`src/rtl/mpts_pkg.sv`:
```
// ============================================================================
// mpts_pkg
// Shared types and constants of the multi-policy task scheduler: item
// structs, command and policy codes, controller/datapath command bundles.
// ============================================================================
package mpts_pkg;

    // input commands
    localparam logic [1:0] CMD_LOAD    = 2'd0;
    localparam logic [1:0] CMD_TICK    = 2'd1;
    localparam logic [1:0] CMD_RESTART = 2'd2;

    // scheduling policies
    localparam logic [2:0] MODE_FCFS    = 3'd0;
    localparam logic [2:0] MODE_SJF     = 3'd1;
    localparam logic [2:0] MODE_SRTF    = 3'd2;
    localparam logic [2:0] MODE_PRIO_NP = 3'd3;
    localparam logic [2:0] MODE_PRIO_P  = 3'd4;

    // configuration register indexes
    localparam logic CFG_POLICY = 1'b0;
    localparam logic CFG_OBS    = 1'b1;

    localparam int OUT_TIME_W = 24;
    localparam int SUM_W      = 28;
    localparam int CNT_W      = 5;

    localparam logic [SUM_W-1:0] SUM_MAX = 28'hFFF_FFFF;
    localparam logic [CNT_W-1:0] CNT_MAX = 5'd31;

    typedef struct packed {
        logic [1:0]  command;
        logic [3:0]  slot;
        logic [15:0] arrival;
        logic [15:0] duration;
        logic [7:0]  priority_req;
    } t_in_item;

    typedef struct packed {
        logic [3:0]            ran_slot;
        logic                  idle;
        logic                  finished;
        logic [OUT_TIME_W-1:0] turnaround;
        logic [OUT_TIME_W-1:0] waiting;
        logic                  in_window;
        logic [CNT_W-1:0]      completed_in_window;
        logic                  all_done;
        logic [OUT_TIME_W-1:0] current_time;
        logic [SUM_W-1:0]      sum_turnaround;
        logic [SUM_W-1:0]      sum_waiting;
    } t_out_item;

    // one entry of the task table
    typedef struct packed {
        logic [15:0] arrival;
        logic [15:0] duration;
        logic [7:0]  priority_val;
        logic [15:0] remaining;
    } t_task_word;

    typedef struct packed {
        logic capture;
        logic load_wr;
        logic rst_clear;
        logic rst_rd;
        logic rst_wr;
        logic tick_start;
        logic scan_rd;
        logic time_inc;
        logic calc;
        logic acc;
        logic commit;
    } t_dp_cmd;

    typedef struct packed {
        logic hold_ok;
        logic out_free;
    } t_dp_stat;

endpackage

```
`src/rtl/multi_policy_task_scheduler_core.sv`:
```
// ============================================================================
// multi_policy_task_scheduler_core
// Task scheduler with FCFS, SJF, SRTF and priority policies, one time unit
// per tick item, with completion statistics.
// ============================================================================
//
//  channel  dir  signals                                    item
//  -------  ---  -----------------------------------------  --------------------
//  in       in   i_in_valid  / o_in_ready  / i_in_item       load, tick, restart
//  out      out  o_out_valid / i_out_ready / o_out_item      one per tick
//  cfg      in   i_cfg_valid / o_cfg_ready / i_cfg_index,    policy, window
//                i_cfg_data
//
//  restart: a sweep rewinding remaining work, one read and one write of the
//  task table per slot.
//  tick: the scan is skipped when a held task keeps running; otherwise the
//  scan reads one task table entry per cycle.
//  reset is synchronous; the task table itself is not cleared, only the
//  loaded and done bits.
//  a tick holds in its last step while the previous result is not taken;
//  the cfg port is always ready.
//
module multi_policy_task_scheduler_core #(
    parameter int TASK_SLOTS = 16,
    parameter int TIME_BITS  = 24
) (
    input  logic                              i_clk,
    input  logic                              i_rst_n,
    input  logic                              i_in_valid,
    output logic                              o_in_ready,
    input  mpts_pkg::t_in_item                i_in_item,
    output logic                              o_out_valid,
    input  logic                              i_out_ready,
    output mpts_pkg::t_out_item               o_out_item,
    input  logic                              i_cfg_valid,
    output logic                              o_cfg_ready,
    input  logic                              i_cfg_index,
    input  logic [mpts_pkg::OUT_TIME_W-1:0]   i_cfg_data
);

    localparam int SLOT_W = $clog2(TASK_SLOTS);

    mpts_pkg::t_dp_cmd  dp_cmd;
    mpts_pkg::t_dp_stat dp_stat;
    logic [SLOT_W-1:0]  scan_idx;

    mpts_ctrl #(
        .TASK_SLOTS (TASK_SLOTS),
        .SLOT_W     (SLOT_W)
    ) u_ctrl (
        .i_clk      (i_clk),
        .i_rst_n    (i_rst_n),
        .i_in_valid (i_in_valid),
        .i_command  (i_in_item.command),
        .o_in_ready (o_in_ready),
        .i_stat     (dp_stat),
        .o_cmd      (dp_cmd),
        .o_idx      (scan_idx)
    );

    mpts_dp #(
        .TASK_SLOTS (TASK_SLOTS),
        .TIME_BITS  (TIME_BITS),
        .SLOT_W     (SLOT_W)
    ) u_dp (
        .i_clk       (i_clk),
        .i_rst_n     (i_rst_n),
        .i_in_item   (i_in_item),
        .i_cmd       (dp_cmd),
        .i_idx       (scan_idx),
        .o_stat      (dp_stat),
        .i_cfg_valid (i_cfg_valid),
        .i_cfg_index (i_cfg_index),
        .i_cfg_data  (i_cfg_data),
        .o_cfg_ready (o_cfg_ready),
        .o_out_valid (o_out_valid),
        .i_out_ready (i_out_ready),
        .o_out_item  (o_out_item)
    );

endmodule

```
`src/rtl/mpts_ctrl.sv`:
```
// ============================================================================
// mpts_ctrl
// Sequencer of the scheduler: decodes accepted items and steps the datapath
// through load, restart sweep, slot scan and completion bookkeeping.
// ============================================================================
module mpts_ctrl #(
    parameter int TASK_SLOTS = 16,
    parameter int SLOT_W     = 4
) (
    input  logic                i_clk,
    input  logic                i_rst_n,
    input  logic                i_in_valid,
    input  logic [1:0]          i_command,
    output logic                o_in_ready,
    input  mpts_pkg::t_dp_stat  i_stat,
    output mpts_pkg::t_dp_cmd   o_cmd,
    output logic [SLOT_W-1:0]   o_idx
);

    localparam logic [3:0] ST_IDLE   = 4'd0;
    localparam logic [3:0] ST_LOAD   = 4'd1;
    localparam logic [3:0] ST_RST_RD = 4'd2;
    localparam logic [3:0] ST_RST_WR = 4'd3;
    localparam logic [3:0] ST_TICK   = 4'd4;
    localparam logic [3:0] ST_SCAN   = 4'd5;
    localparam logic [3:0] ST_PICK   = 4'd6;
    localparam logic [3:0] ST_READ   = 4'd7;
    localparam logic [3:0] ST_CALC   = 4'd8;
    localparam logic [3:0] ST_ACC    = 4'd9;
    localparam logic [3:0] ST_SUM    = 4'd10;

    localparam logic [SLOT_W-1:0] LAST_SLOT = SLOT_W'(TASK_SLOTS - 1);

    logic [3:0]        r_state, n_state;
    logic [SLOT_W-1:0] r_idx, n_idx;
    logic              accept;

    assign o_in_ready = (r_state == ST_IDLE);
    assign accept     = i_in_valid && o_in_ready;
    assign o_idx      = r_idx;

    always_comb begin
        n_state = r_state;
        n_idx   = r_idx;
        o_cmd   = '0;
        case (r_state)
            ST_IDLE: begin
                if (accept) begin
                    o_cmd.capture = 1'b1;
                    case (i_command)
                        mpts_pkg::CMD_LOAD:    n_state = ST_LOAD;
                        mpts_pkg::CMD_TICK:    n_state = ST_TICK;
                        mpts_pkg::CMD_RESTART: begin
                            n_state = ST_RST_RD;
                            n_idx   = '0;
                        end
                        default:               n_state = ST_IDLE;
                    endcase
                end
            end
            ST_LOAD: begin
                o_cmd.load_wr = 1'b1;
                n_state       = ST_IDLE;
            end
            ST_RST_RD: begin
                o_cmd.rst_rd    = 1'b1;
                o_cmd.rst_clear = 1'b1;
                n_state         = ST_RST_WR;
            end
            ST_RST_WR: begin
                o_cmd.rst_wr = 1'b1;
                if (r_idx == LAST_SLOT) begin
                    n_state = ST_IDLE;
                end else begin
                    n_idx   = r_idx + SLOT_W'(1);
                    n_state = ST_RST_RD;
                end
            end
            ST_TICK: begin
                o_cmd.tick_start = 1'b1;
                n_idx            = '0;
                n_state          = i_stat.hold_ok ? ST_READ : ST_SCAN;
            end
            ST_SCAN: begin
                o_cmd.scan_rd = 1'b1;
                if (r_idx == LAST_SLOT) begin
                    n_state = ST_PICK;
                end else begin
                    n_idx = r_idx + SLOT_W'(1);
                end
            end
            // last compare of the scan lands here
            ST_PICK: n_state = ST_READ;
            ST_READ: begin
                o_cmd.time_inc = 1'b1;
                n_state        = ST_CALC;
            end
            ST_CALC: begin
                o_cmd.calc = 1'b1;
                n_state    = ST_ACC;
            end
            ST_ACC: begin
                o_cmd.acc = 1'b1;
                n_state   = ST_SUM;
            end
            ST_SUM: begin
                o_cmd.commit = i_stat.out_free;
                if (i_stat.out_free) begin
                    n_state = ST_IDLE;
                end
            end
            default: n_state = ST_IDLE;
        endcase
    end

    always_ff @(posedge i_clk) begin
        if (!i_rst_n) begin
            r_state <= ST_IDLE;
            r_idx   <= '0;
        end else begin
            r_state <= n_state;
            r_idx   <= n_idx;
        end
    end

endmodule

```
`src/rtl/mpts_dp.sv`:
```
// ============================================================================
// mpts_dp
// Datapath of the scheduler: task table memory, ready/key compare, pick and
// hold registers, time, completion statistics and the output register.
// ============================================================================
module mpts_dp #(
    parameter int TASK_SLOTS = 16,
    parameter int TIME_BITS  = 24,
    parameter int SLOT_W     = 4
) (
    input  logic                              i_clk,
    input  logic                              i_rst_n,
    input  mpts_pkg::t_in_item                i_in_item,
    input  mpts_pkg::t_dp_cmd                 i_cmd,
    input  logic [SLOT_W-1:0]                 i_idx,
    output mpts_pkg::t_dp_stat                o_stat,
    input  logic                              i_cfg_valid,
    input  logic                              i_cfg_index,
    input  logic [mpts_pkg::OUT_TIME_W-1:0]   i_cfg_data,
    output logic                              o_cfg_ready,
    output logic                              o_out_valid,
    input  logic                              i_out_ready,
    output mpts_pkg::t_out_item               o_out_item
);

    localparam int CMP_W = (TIME_BITS > mpts_pkg::OUT_TIME_W) ? TIME_BITS
                                                              : mpts_pkg::OUT_TIME_W;
    localparam int ACC_W = ((TIME_BITS > mpts_pkg::SUM_W) ? TIME_BITS
                                                          : mpts_pkg::SUM_W) + 1;
    localparam logic [TIME_BITS-1:0] TIME_MAX = {TIME_BITS{1'b1}};

    // task table
    mpts_pkg::t_task_word r_mem [TASK_SLOTS];
    mpts_pkg::t_task_word r_rd_word;
    mpts_pkg::t_task_word wr_word;
    logic [SLOT_W-1:0]    rd_addr, wr_addr;
    logic                 wr_en;

    // control state
    logic [2:0]                      r_policy;
    logic [mpts_pkg::OUT_TIME_W-1:0] r_obs;
    logic [TIME_BITS-1:0]            r_time;
    logic [TASK_SLOTS-1:0]           r_loaded, r_done;
    logic [SLOT_W-1:0]               r_held;
    logic                            r_holding;
    logic [mpts_pkg::CNT_W-1:0]      r_wcount;
    logic [mpts_pkg::SUM_W-1:0]      r_sum_ta, r_sum_wt;
    logic                            r_found;
    logic                            r_cmp_en;
    logic                            r_out_vld;

    // payload
    mpts_pkg::t_in_item   r_item;
    mpts_pkg::t_out_item  r_out;
    logic [SLOT_W-1:0]    r_pick, r_cmp_slot;
    logic [15:0]          r_best;
    logic [15:0]          r_rem_new;
    logic                 r_fin;
    logic                 r_inwin;
    logic [TIME_BITS-1:0] r_ta, r_wt;

    logic                       slot_ok;
    logic [SLOT_W-1:0]          load_idx;
    logic [15:0]                load_dur;
    logic                       non_preempt;
    logic                       hold_ok;
    logic                       cand_ready;
    logic [15:0]                cand_key;
    logic [15:0]                rem_dec;
    logic [TIME_BITS-1:0]       arr_ext, dur_ext;
    logic [ACC_W-1:0]           sum_ta_raw, sum_wt_raw;
    logic [mpts_pkg::SUM_W-1:0] sum_ta_next, sum_wt_next;
    logic [mpts_pkg::CNT_W-1:0] wcount_next;
    logic                       out_free;

    assign slot_ok  = (32'(r_item.slot) < TASK_SLOTS);
    assign load_idx = SLOT_W'(r_item.slot);
    assign load_dur = (r_item.duration == 16'd0) ? 16'd1 : r_item.duration;

    assign non_preempt = (r_policy != mpts_pkg::MODE_SRTF) &&
                         (r_policy != mpts_pkg::MODE_PRIO_P);
    assign hold_ok     = non_preempt && r_holding && r_loaded[r_held] && !r_done[r_held];

    assign out_free        = !r_out_vld || i_out_ready;
    assign o_stat.hold_ok  = hold_ok;
    assign o_stat.out_free = out_free;
    assign o_cfg_ready     = 1'b1;

    assign arr_ext = TIME_BITS'(r_rd_word.arrival);
    assign dur_ext = TIME_BITS'(r_rd_word.duration);

    // candidate of the scan, one slot per cycle behind the read
    assign cand_ready = r_loaded[r_cmp_slot] && !r_done[r_cmp_slot] && (arr_ext <= r_time);

    always_comb begin
        case (r_policy)
            mpts_pkg::MODE_FCFS:    cand_key = r_rd_word.arrival;
            mpts_pkg::MODE_SJF:     cand_key = r_rd_word.duration;
            mpts_pkg::MODE_SRTF:    cand_key = r_rd_word.remaining;
            mpts_pkg::MODE_PRIO_NP: cand_key = 16'(r_rd_word.priority_val);
            mpts_pkg::MODE_PRIO_P:  cand_key = 16'(r_rd_word.priority_val);
            default:                cand_key = r_rd_word.arrival;
        endcase
    end

    assign rem_dec = (r_rd_word.remaining != 16'd0) ? r_rd_word.remaining - 16'd1 : 16'd0;

    // saturating totals
    assign sum_ta_raw  = ACC_W'(r_sum_ta) + ACC_W'(r_ta);
    assign sum_wt_raw  = ACC_W'(r_sum_wt) + ACC_W'(r_wt);
    assign sum_ta_next = !r_fin ? r_sum_ta :
                         (sum_ta_raw > ACC_W'(mpts_pkg::SUM_MAX)) ? mpts_pkg::SUM_MAX
                                                                  : mpts_pkg::SUM_W'(sum_ta_raw);
    assign sum_wt_next = !r_fin ? r_sum_wt :
                         (sum_wt_raw > ACC_W'(mpts_pkg::SUM_MAX)) ? mpts_pkg::SUM_MAX
                                                                  : mpts_pkg::SUM_W'(sum_wt_raw);
    assign wcount_next = (r_fin && r_inwin && (r_wcount != mpts_pkg::CNT_MAX))
                         ? r_wcount + mpts_pkg::CNT_W'(1) : r_wcount;

    // memory port selection
    assign rd_addr = (i_cmd.scan_rd || i_cmd.rst_rd) ? i_idx : r_pick;

    always_comb begin
        wr_en   = 1'b0;
        wr_addr = r_pick;
        wr_word = r_rd_word;
        if (i_cmd.load_wr) begin
            wr_en                = slot_ok;
            wr_addr              = load_idx;
            wr_word.arrival      = r_item.arrival;
            wr_word.duration     = load_dur;
            wr_word.priority_val = r_item.priority_req;
            wr_word.remaining    = load_dur;
        end else if (i_cmd.rst_wr) begin
            wr_en             = 1'b1;
            wr_addr           = i_idx;
            wr_word.remaining = r_rd_word.duration;
        end else if (i_cmd.acc) begin
            wr_en             = r_found;
            wr_word.remaining = r_rem_new;
        end
    end

    always_ff @(posedge i_clk) begin
        if (wr_en) begin
            r_mem[wr_addr] <= wr_word;
        end
        r_rd_word <= r_mem[rd_addr];
    end

    // control registers
    always_ff @(posedge i_clk) begin
        if (!i_rst_n) begin
            r_policy  <= mpts_pkg::MODE_FCFS;
            r_obs     <= '0;
            r_time    <= '0;
            r_loaded  <= '0;
            r_done    <= '0;
            r_held    <= '0;
            r_holding <= 1'b0;
            r_wcount  <= '0;
            r_sum_ta  <= '0;
            r_sum_wt  <= '0;
            r_found   <= 1'b0;
            r_cmp_en  <= 1'b0;
            r_out_vld <= 1'b0;
        end else begin
            if (i_cfg_valid) begin
                case (i_cfg_index)
                    mpts_pkg::CFG_POLICY: r_policy <= i_cfg_data[2:0];
                    mpts_pkg::CFG_OBS:    r_obs    <= i_cfg_data;
                    default:              r_policy <= r_policy;
                endcase
            end

            r_cmp_en <= i_cmd.scan_rd;

            if (i_cmd.load_wr && slot_ok) begin
                r_loaded[load_idx] <= 1'b1;
                r_done[load_idx]   <= 1'b0;
                if (r_holding && (r_held == load_idx)) begin
                    r_holding <= 1'b0;
                end
            end

            if (i_cmd.rst_clear) begin
                r_time    <= '0;
                r_done    <= '0;
                r_held    <= '0;
                r_holding <= 1'b0;
                r_wcount  <= '0;
                r_sum_ta  <= '0;
                r_sum_wt  <= '0;
            end

            if (i_cmd.tick_start) begin
                r_found <= hold_ok;
            end else if (r_cmp_en && cand_ready && (!r_found || (cand_key < r_best))) begin
                r_found <= 1'b1;
            end

            if (i_cmd.time_inc && (r_time != TIME_MAX)) begin
                r_time <= r_time + TIME_BITS'(1);
            end

            if (i_cmd.acc && r_found) begin
                if (r_fin) begin
                    r_done[r_pick] <= 1'b1;
                    r_holding      <= 1'b0;
                end else begin
                    r_holding <= 1'b1;
                    r_held    <= r_pick;
                end
            end

            if (i_cmd.commit) begin
                r_wcount  <= wcount_next;
                r_sum_ta  <= sum_ta_next;
                r_sum_wt  <= sum_wt_next;
                r_out_vld <= 1'b1;
            end else if (i_out_ready) begin
                r_out_vld <= 1'b0;
            end
        end
    end

    // payload registers
    always_ff @(posedge i_clk) begin
        if (i_cmd.capture) begin
            r_item <= i_in_item;
        end

        r_cmp_slot <= i_idx;

        if (i_cmd.tick_start) begin
            r_pick <= r_held;
        end else if (r_cmp_en && cand_ready && (!r_found || (cand_key < r_best))) begin
            r_pick <= r_cmp_slot;
            r_best <= cand_key;
        end

        if (i_cmd.calc) begin
            r_rem_new <= rem_dec;
            r_fin     <= r_found && (rem_dec == 16'd0);
            // turnaround against the already advanced time
            if (r_found && (rem_dec == 16'd0) && (r_time >= arr_ext)) begin
                r_ta <= r_time - arr_ext;
            end else begin
                r_ta <= '0;
            end
        end

        if (i_cmd.acc) begin
            // waiting only counts on a completion, the table word is not used otherwise
            r_wt    <= (r_fin && (r_ta >= dur_ext)) ? r_ta - dur_ext : '0;
            r_inwin <= r_fin && (CMP_W'(r_time) <= CMP_W'(r_obs));
        end

        if (i_cmd.commit) begin
            r_out.ran_slot            <= r_found ? 4'(r_pick) : 4'd0;
            r_out.idle                <= !r_found;
            r_out.finished            <= r_fin;
            r_out.turnaround          <= mpts_pkg::OUT_TIME_W'(r_ta);
            r_out.waiting             <= mpts_pkg::OUT_TIME_W'(r_wt);
            r_out.in_window           <= r_inwin;
            r_out.completed_in_window <= wcount_next;
            r_out.all_done            <= ~|(r_loaded & ~r_done);
            r_out.current_time        <= mpts_pkg::OUT_TIME_W'(r_time);
            r_out.sum_turnaround      <= sum_ta_next;
            r_out.sum_waiting         <= sum_wt_next;
        end
    end

    assign o_out_valid = r_out_vld;
    assign o_out_item  = r_out;

    // a finished slot is always a loaded one
    a_done_loaded: assert property (@(posedge i_clk) disable iff (!i_rst_n)
        (r_done & ~r_loaded) == '0)
        else $error("done bit set on an unloaded slot");

    // a held task is never already finished
    a_hold_live: assert property (@(posedge i_clk) disable iff (!i_rst_n)
        r_holding |-> !r_done[r_held])
        else $error("hold points at a finished slot");

    // a completion only comes from a loaded, picked slot
    a_fin_loaded: assert property (@(posedge i_clk) disable iff (!i_rst_n)
        (i_cmd.acc && r_fin) |-> (r_found && r_loaded[r_pick]))
        else $error("completion without a loaded pick");

    // a new result never overwrites one that is still waiting
    a_commit_free: assert property (@(posedge i_clk) disable iff (!i_rst_n)
        i_cmd.commit |-> out_free)
        else $error("result register overwritten");

    // time moves by exactly one per tick, unless saturated or cleared by a restart
    a_time_step: assert property (@(posedge i_clk) disable iff (!i_rst_n)
        $past(i_cmd.time_inc) && !$past(i_cmd.rst_clear) && ($past(r_time) != TIME_MAX)
        |-> (r_time == $past(r_time) + TIME_BITS'(1)))
        else $error("time did not advance by one");

endmodule
```
`config.mk`:
```
export PLATFORM = sky130hd
export DESIGN_NAME = multi_policy_task_scheduler_core
export DESIGN_NICKNAME = d
export VERILOG_FILES = /design/src/rtl/mpts_pkg.sv /design/src/rtl/multi_policy_task_scheduler_core.sv /design/src/rtl/mpts_ctrl.sv /design/src/rtl/mpts_dp.sv
export SDC_FILE = /design/constraint.sdc
export NUM_CORES = 2
export LEC_CHECK = 0
export BUFFER_PORTS_ARGS = -buffer_cell sky130_fd_sc_hd__buf_2
export CORE_AREA = 2 2 373 522
export CTS_CLUSTER_SIZE = 28
export DETAILED_ROUTE_END_ITERATION = 8
export DIE_AREA = 0 0 375 524
export GPL_ROUTABILITY_DRIVEN = 0
export PLACE_DENSITY_LB_ADDON = 0.2
export REMOVE_ABC_BUFFERS = 1
export SETUP_SLACK_MARGIN = 0.4
export SYNTH_ARGS = -nofsm -noshare
export SYNTH_HDL_FRONTEND = slang
export SYNTH_SLANG_ARGS = --single-unit
```
`constraint.sdc`:
```
create_clock -name i_clk -period 14.85 [get_ports i_clk]
set_input_delay 1.485 -clock i_clk [delete_from_list [all_inputs] [get_ports i_clk]]
set_output_delay 1.485 -clock i_clk [all_outputs]
set_load 0.02 [all_outputs]
```
==> flow_metrics.env <==
export IMPL_status="finished clean"
export IMPL_synth_commonest_cells="edfxtp_1, nand2_1, mux4_2"
export IMPL_synth_sequential_area_ratio=0.6674
export IMPL_wl_um=170200
export IMPL_timing_rr_end="u_dp.r_rd_word[16]$_DFF_P_"
export IMPL_critPathLaunch="u_ctrl.r_state[1]$_SDFFE_PN0P_"
export IMPL_grt_pass1_wl_um=243500
export IMPL_fin_ws_ns=9.761
export IMPL_vias_per_cell=5.085
export IMPL_portBuffers=218
export IMPL_antenna_found_initial=10
export IMPL_cts_max_path_buffers=3
export IMPL_synth_warnings=0
export IMPL_rsz0062_at_grt="false"
export IMPL_cts_tree="yes"
export IMPL_place_ws_ns=9.675
export IMPL_crit_end="u_dp.r_rd_word[16]$_DFF_P_"
export IMPL_synth_top_cell_by_area="edfxtp_1"
export IMPL_grt_start_max_net_pins=124
export IMPL_crit_chain="nor2b_4, nor2_1, a211oi_4, mux2i_4, buf_4, buf_4, mux4_2, nor2b_1, a211oi_1, a21oi_1"
export IMPL_overflow=0
export IMPL_dieArea_um2=196500
export IMPL_seq_area_um2=39450
export IMPL_crit_type="flop to flop"
export IMPL_hp_class="flop to flop"
export IMPL_yosys_top_cells_area="edfxtp_1, mux4_2, dfxtp_1, ha_1, mux2i_1"
export IMPL_synth_cell_types=86
export IMPL_grt_use_total=0.1709
export IMPL_finalCritPeriodShare=0.3427
export IMPL_die_width_um=375
export IMPL_detail_route_antenna_nets=0
export IMPL_cts_max_level=4
export IMPL_critPathRequiredTime_ns=15.47
export IMPL_timing_slew_headroom=0.2034
export IMPL_drive_gt1_frac=0.1978
export IMPL_drtIter0Drc=2688
export IMPL_rows=190
export IMPL_syn_inst=3912
export IMPL_slew_viol_final=0
export IMPL_multi_input_area_um2=18610
export IMPL_post_cts_resized=0
export IMPL_hold_buffers=0
export IMPL_path_buf_inv=2
export IMPL_report_final_setup_viol=0
export IMPL_cpMaxStageDelayCell="buf_4"
export IMPL_area_delta_synth_final_pct=15.38
export IMPL_skew_ns=0.02698
export IMPL_wl_per_cell_um=25.02
export IMPL_power_density_nw_per_um2=141.0
export IMPL_rrSetupSlack_ns=9.76
export IMPL_cp_depth=10
export IMPL_synth_area_per_cell_um2=15.11
export IMPL_vias=34580
export IMPL_synth_top_area_frac=0.5929
export IMPL_core_area_um2=191400
export IMPL_tightest_slew_ns=1.190
export IMPL_cpMostUsedCell="buf_4"
export IMPL_io_pins=220
export IMPL_crit_arrival_ns=5.71
export IMPL_cts_sinks=1387
export IMPL_cp_top_family="buffers and inverters"
export IMPL_post_cts_buffers=0
export IMPL_cts_root_buffer_cell="clkbuf_16"
export IMPL_ys_seq_elements=1387
export IMPL_cellLeakagePower_uw=0.02335
export IMPL_r2r_start="u_ctrl.r_state[1]$_SDFFE_PN0P_"
export IMPL_syn_cell_area_um2=59100
export IMPL_end_kind="flop"
export IMPL_initial_core_util=0.3088
export IMPL_worstPathMaxFanout=50
export IMPL_async_flop_share=0
export IMPL_dp_hpwl_um=104100
export IMPL_synth_edf_count=1167
export IMPL_first_pass_iters=5
export IMPL_fin_cells=6800
export IMPL_peakVddDrop_mv=0.1119
export IMPL_synth_most_common_cell="edfxtp_1"
export IMPL_final_fill_count=18180
export IMPL_critPathLaunchType="flop"
export IMPL_hold_viol=0
export IMPL_drc=0
export IMPL_synth_ff_type="edfxtp_1"
export IMPL_worstSkewPairLatency_ns=0.80
export IMPL_min_period_ns=5.089
export IMPL_die_y_um=524
export IMPL_fmax_mhz=196.5
export IMPL_nets=4383
export IMPL_first_global_vias=34610
export IMPL_clkSlewWorstSetupHoldPaths_ns=0.06
export IMPL_cts_buffers=142
export IMPL_max_stage_delay_ns=0.93
export IMPL_max_cap_violations=0
export IMPL_r2r_cells=10
export IMPL_placed_cells=6531
==> area by class of cell <==
type	instances	share of cell area
Sequential cell	1387	0.5785
Multi-Input combinational cell	2220	0.2729
Clock buffer	192	0.05725
Tap cell	2496	0.04580
Timing Repair Buffer	316	0.02738
Clock inverter	70	0.01169
Inverter	112	0.006238
Antenna cell	7	0.0002569
==> registers in the layout (all words and copies together) (netlist names), 3 cells and up <==
name             cells
u_dp.o_out_item    141
u_dp.r_rem_new      16
u_dp.r_wcount        5
u_dp.load_idx        4
u_ctrl.o_idx         4
u_dp.r_mem         896
u_dp.r_held          4
u_dp.r_loaded       16
u_dp.r_time         24
u_dp.r_item         40
u_dp.r_ta           24
u_ctrl.r_state       4
u_dp.r_obs          24
u_dp.r_done         16
u_dp.r_rd_word      24
u_dp.r_pick          4
u_dp.r_policy        3
u_dp.r_sum_wt       28
u_dp.r_wt           24
u_dp.r_best         16
u_dp.dur_ext        16
u_dp.r_cmp_slot      4
u_dp.r_sum_ta       28
u_dp.arr_ext        16
==> placed cells by master, fill, tap and decap left out, types with 17 or more instances in the layout <==
cell type,n
edfxtp_1,1167
clkinv_2,17
nand2b_1,42
nand2_1,260
clkbuf_16,144
a21o_1,40
a22o_1,35
and2_1,38
a211oi_1,75
a21boi_0,49
or3_1,19
dfxtp_1,220
xnor2_1,32
nor2_4,19
and3_1,20
ha_1,124
a21oi_1,188
nor2b_1,100
o21ai_0,145
o211ai_1,36
buf_2,217
xor2_1,40
a31oi_1,31
o22ai_1,18
nor2_1,170
nand3_1,54
mux4_2,240
o22a_1,18
mux2i_1,96
inv_1,107
mux2_2,22
o21a_1,51
nand4_1,29
nor3_1,52
clkbuf_1,36
clkinv_1,19
buf_4,96
==> worst min path at each step <==
stage                                    from                             end  cells after the start
6_report       u_dp.r_loaded[10]$_SDFFE_PN0P_  u_dp.r_loaded[10]$_SDFFE_PN0P_                      1
5_1_grt        u_dp.r_loaded[14]$_SDFFE_PN0P_  u_dp.r_loaded[14]$_SDFFE_PN0P_                      1
4_1_cts        u_dp.r_loaded[10]$_SDFFE_PN0P_  u_dp.r_loaded[10]$_SDFFE_PN0P_                      1
3_5_place_dp   u_dp.r_loaded[10]$_SDFFE_PN0P_  u_dp.r_loaded[10]$_SDFFE_PN0P_                      1
3_3_place_gp   u_dp.r_loaded[10]$_SDFFE_PN0P_  u_dp.r_loaded[10]$_SDFFE_PN0P_                      1
2_1_floorplan    u_ctrl.o_idx[3]$_SDFFE_PN0P_      u_dp.r_cmp_slot[3]$_DFF_P_                      0
==> cells by family (layout without fill, tap and decap cells) <==
kind of cell,count (synthesis),in the layout,share of synthesized area
flip-flops,1387,1387,0.6674
XOR/XNOR,72,72,0.01067
AO/OA/AOI/OAI,771,771,0.08529
multiplexers,362,362,0.1126
AND/OR/NAND/NOR,886,886,0.07492
buffers and inverters,305,690,0.02142
adder cells (fa/ha/maj),128,128,0.02761
other,1,8,0.00006345
==> worst register-to-register path: cells and delay by family, from the launching register on <==
kind / cells / cell delay (ns)
multiplexers: 2 / 0.98
buffers and inverters: 2 / 1.62
flip-flops: 1 / 0.85
AO/OA/AOI/OAI: 3 / 0.89
AND/OR/NAND/NOR: 3 / 0.58
==> stage by stage <==
| stage | power [uW] | util | area [um^2] | hold WS [ns] | TNS, ns |
|---|---|---|---|---|---|
| floorplan | 5845 | - | 58260 | 0.3874 | -491.18 |
| global placement | 6060 | 0.3317 | 63470 | 0.4405 | 0 |
| detailed placement | 6075 | 0.3317 | 63470 | 0.4514 | 0 |
| CTS | 9732 | 0.3562 | 68180 | 0.4651 | 0 |
| global route | 9980 | 0.3563 | 68180 | 0.4821 | 0 |
| finish | 9618 | 0.3563 | 68190 | 0.4598 | 0 |
==> routing by layer <==
| layer | global-route usage | vias to the layer above | routed length (um) |
|---|---|---|---|
| met4 | 0.06136 | 6 | 5319 |
| met1 | 0.2144 | 17620 | 71340 |
| met5 | 0 | - | 42 |
| li1 | - | 15800 | - |
| met2 | 0.2945 | 912 | 84600 |
| met3 | 0.03160 | 243 | 8863 |
==> where the power goes <==
group          leakage (uW)  internal [uW]  switching (uW)  total [uW]
clock               0.00228           2090            1560        3650
combinational       0.00867            465             806        1270
sequential           0.0124           4560             139        4700
total                0.0233           7110            2500        9620
No activity file was read; power rests on OpenSTA's default activity.
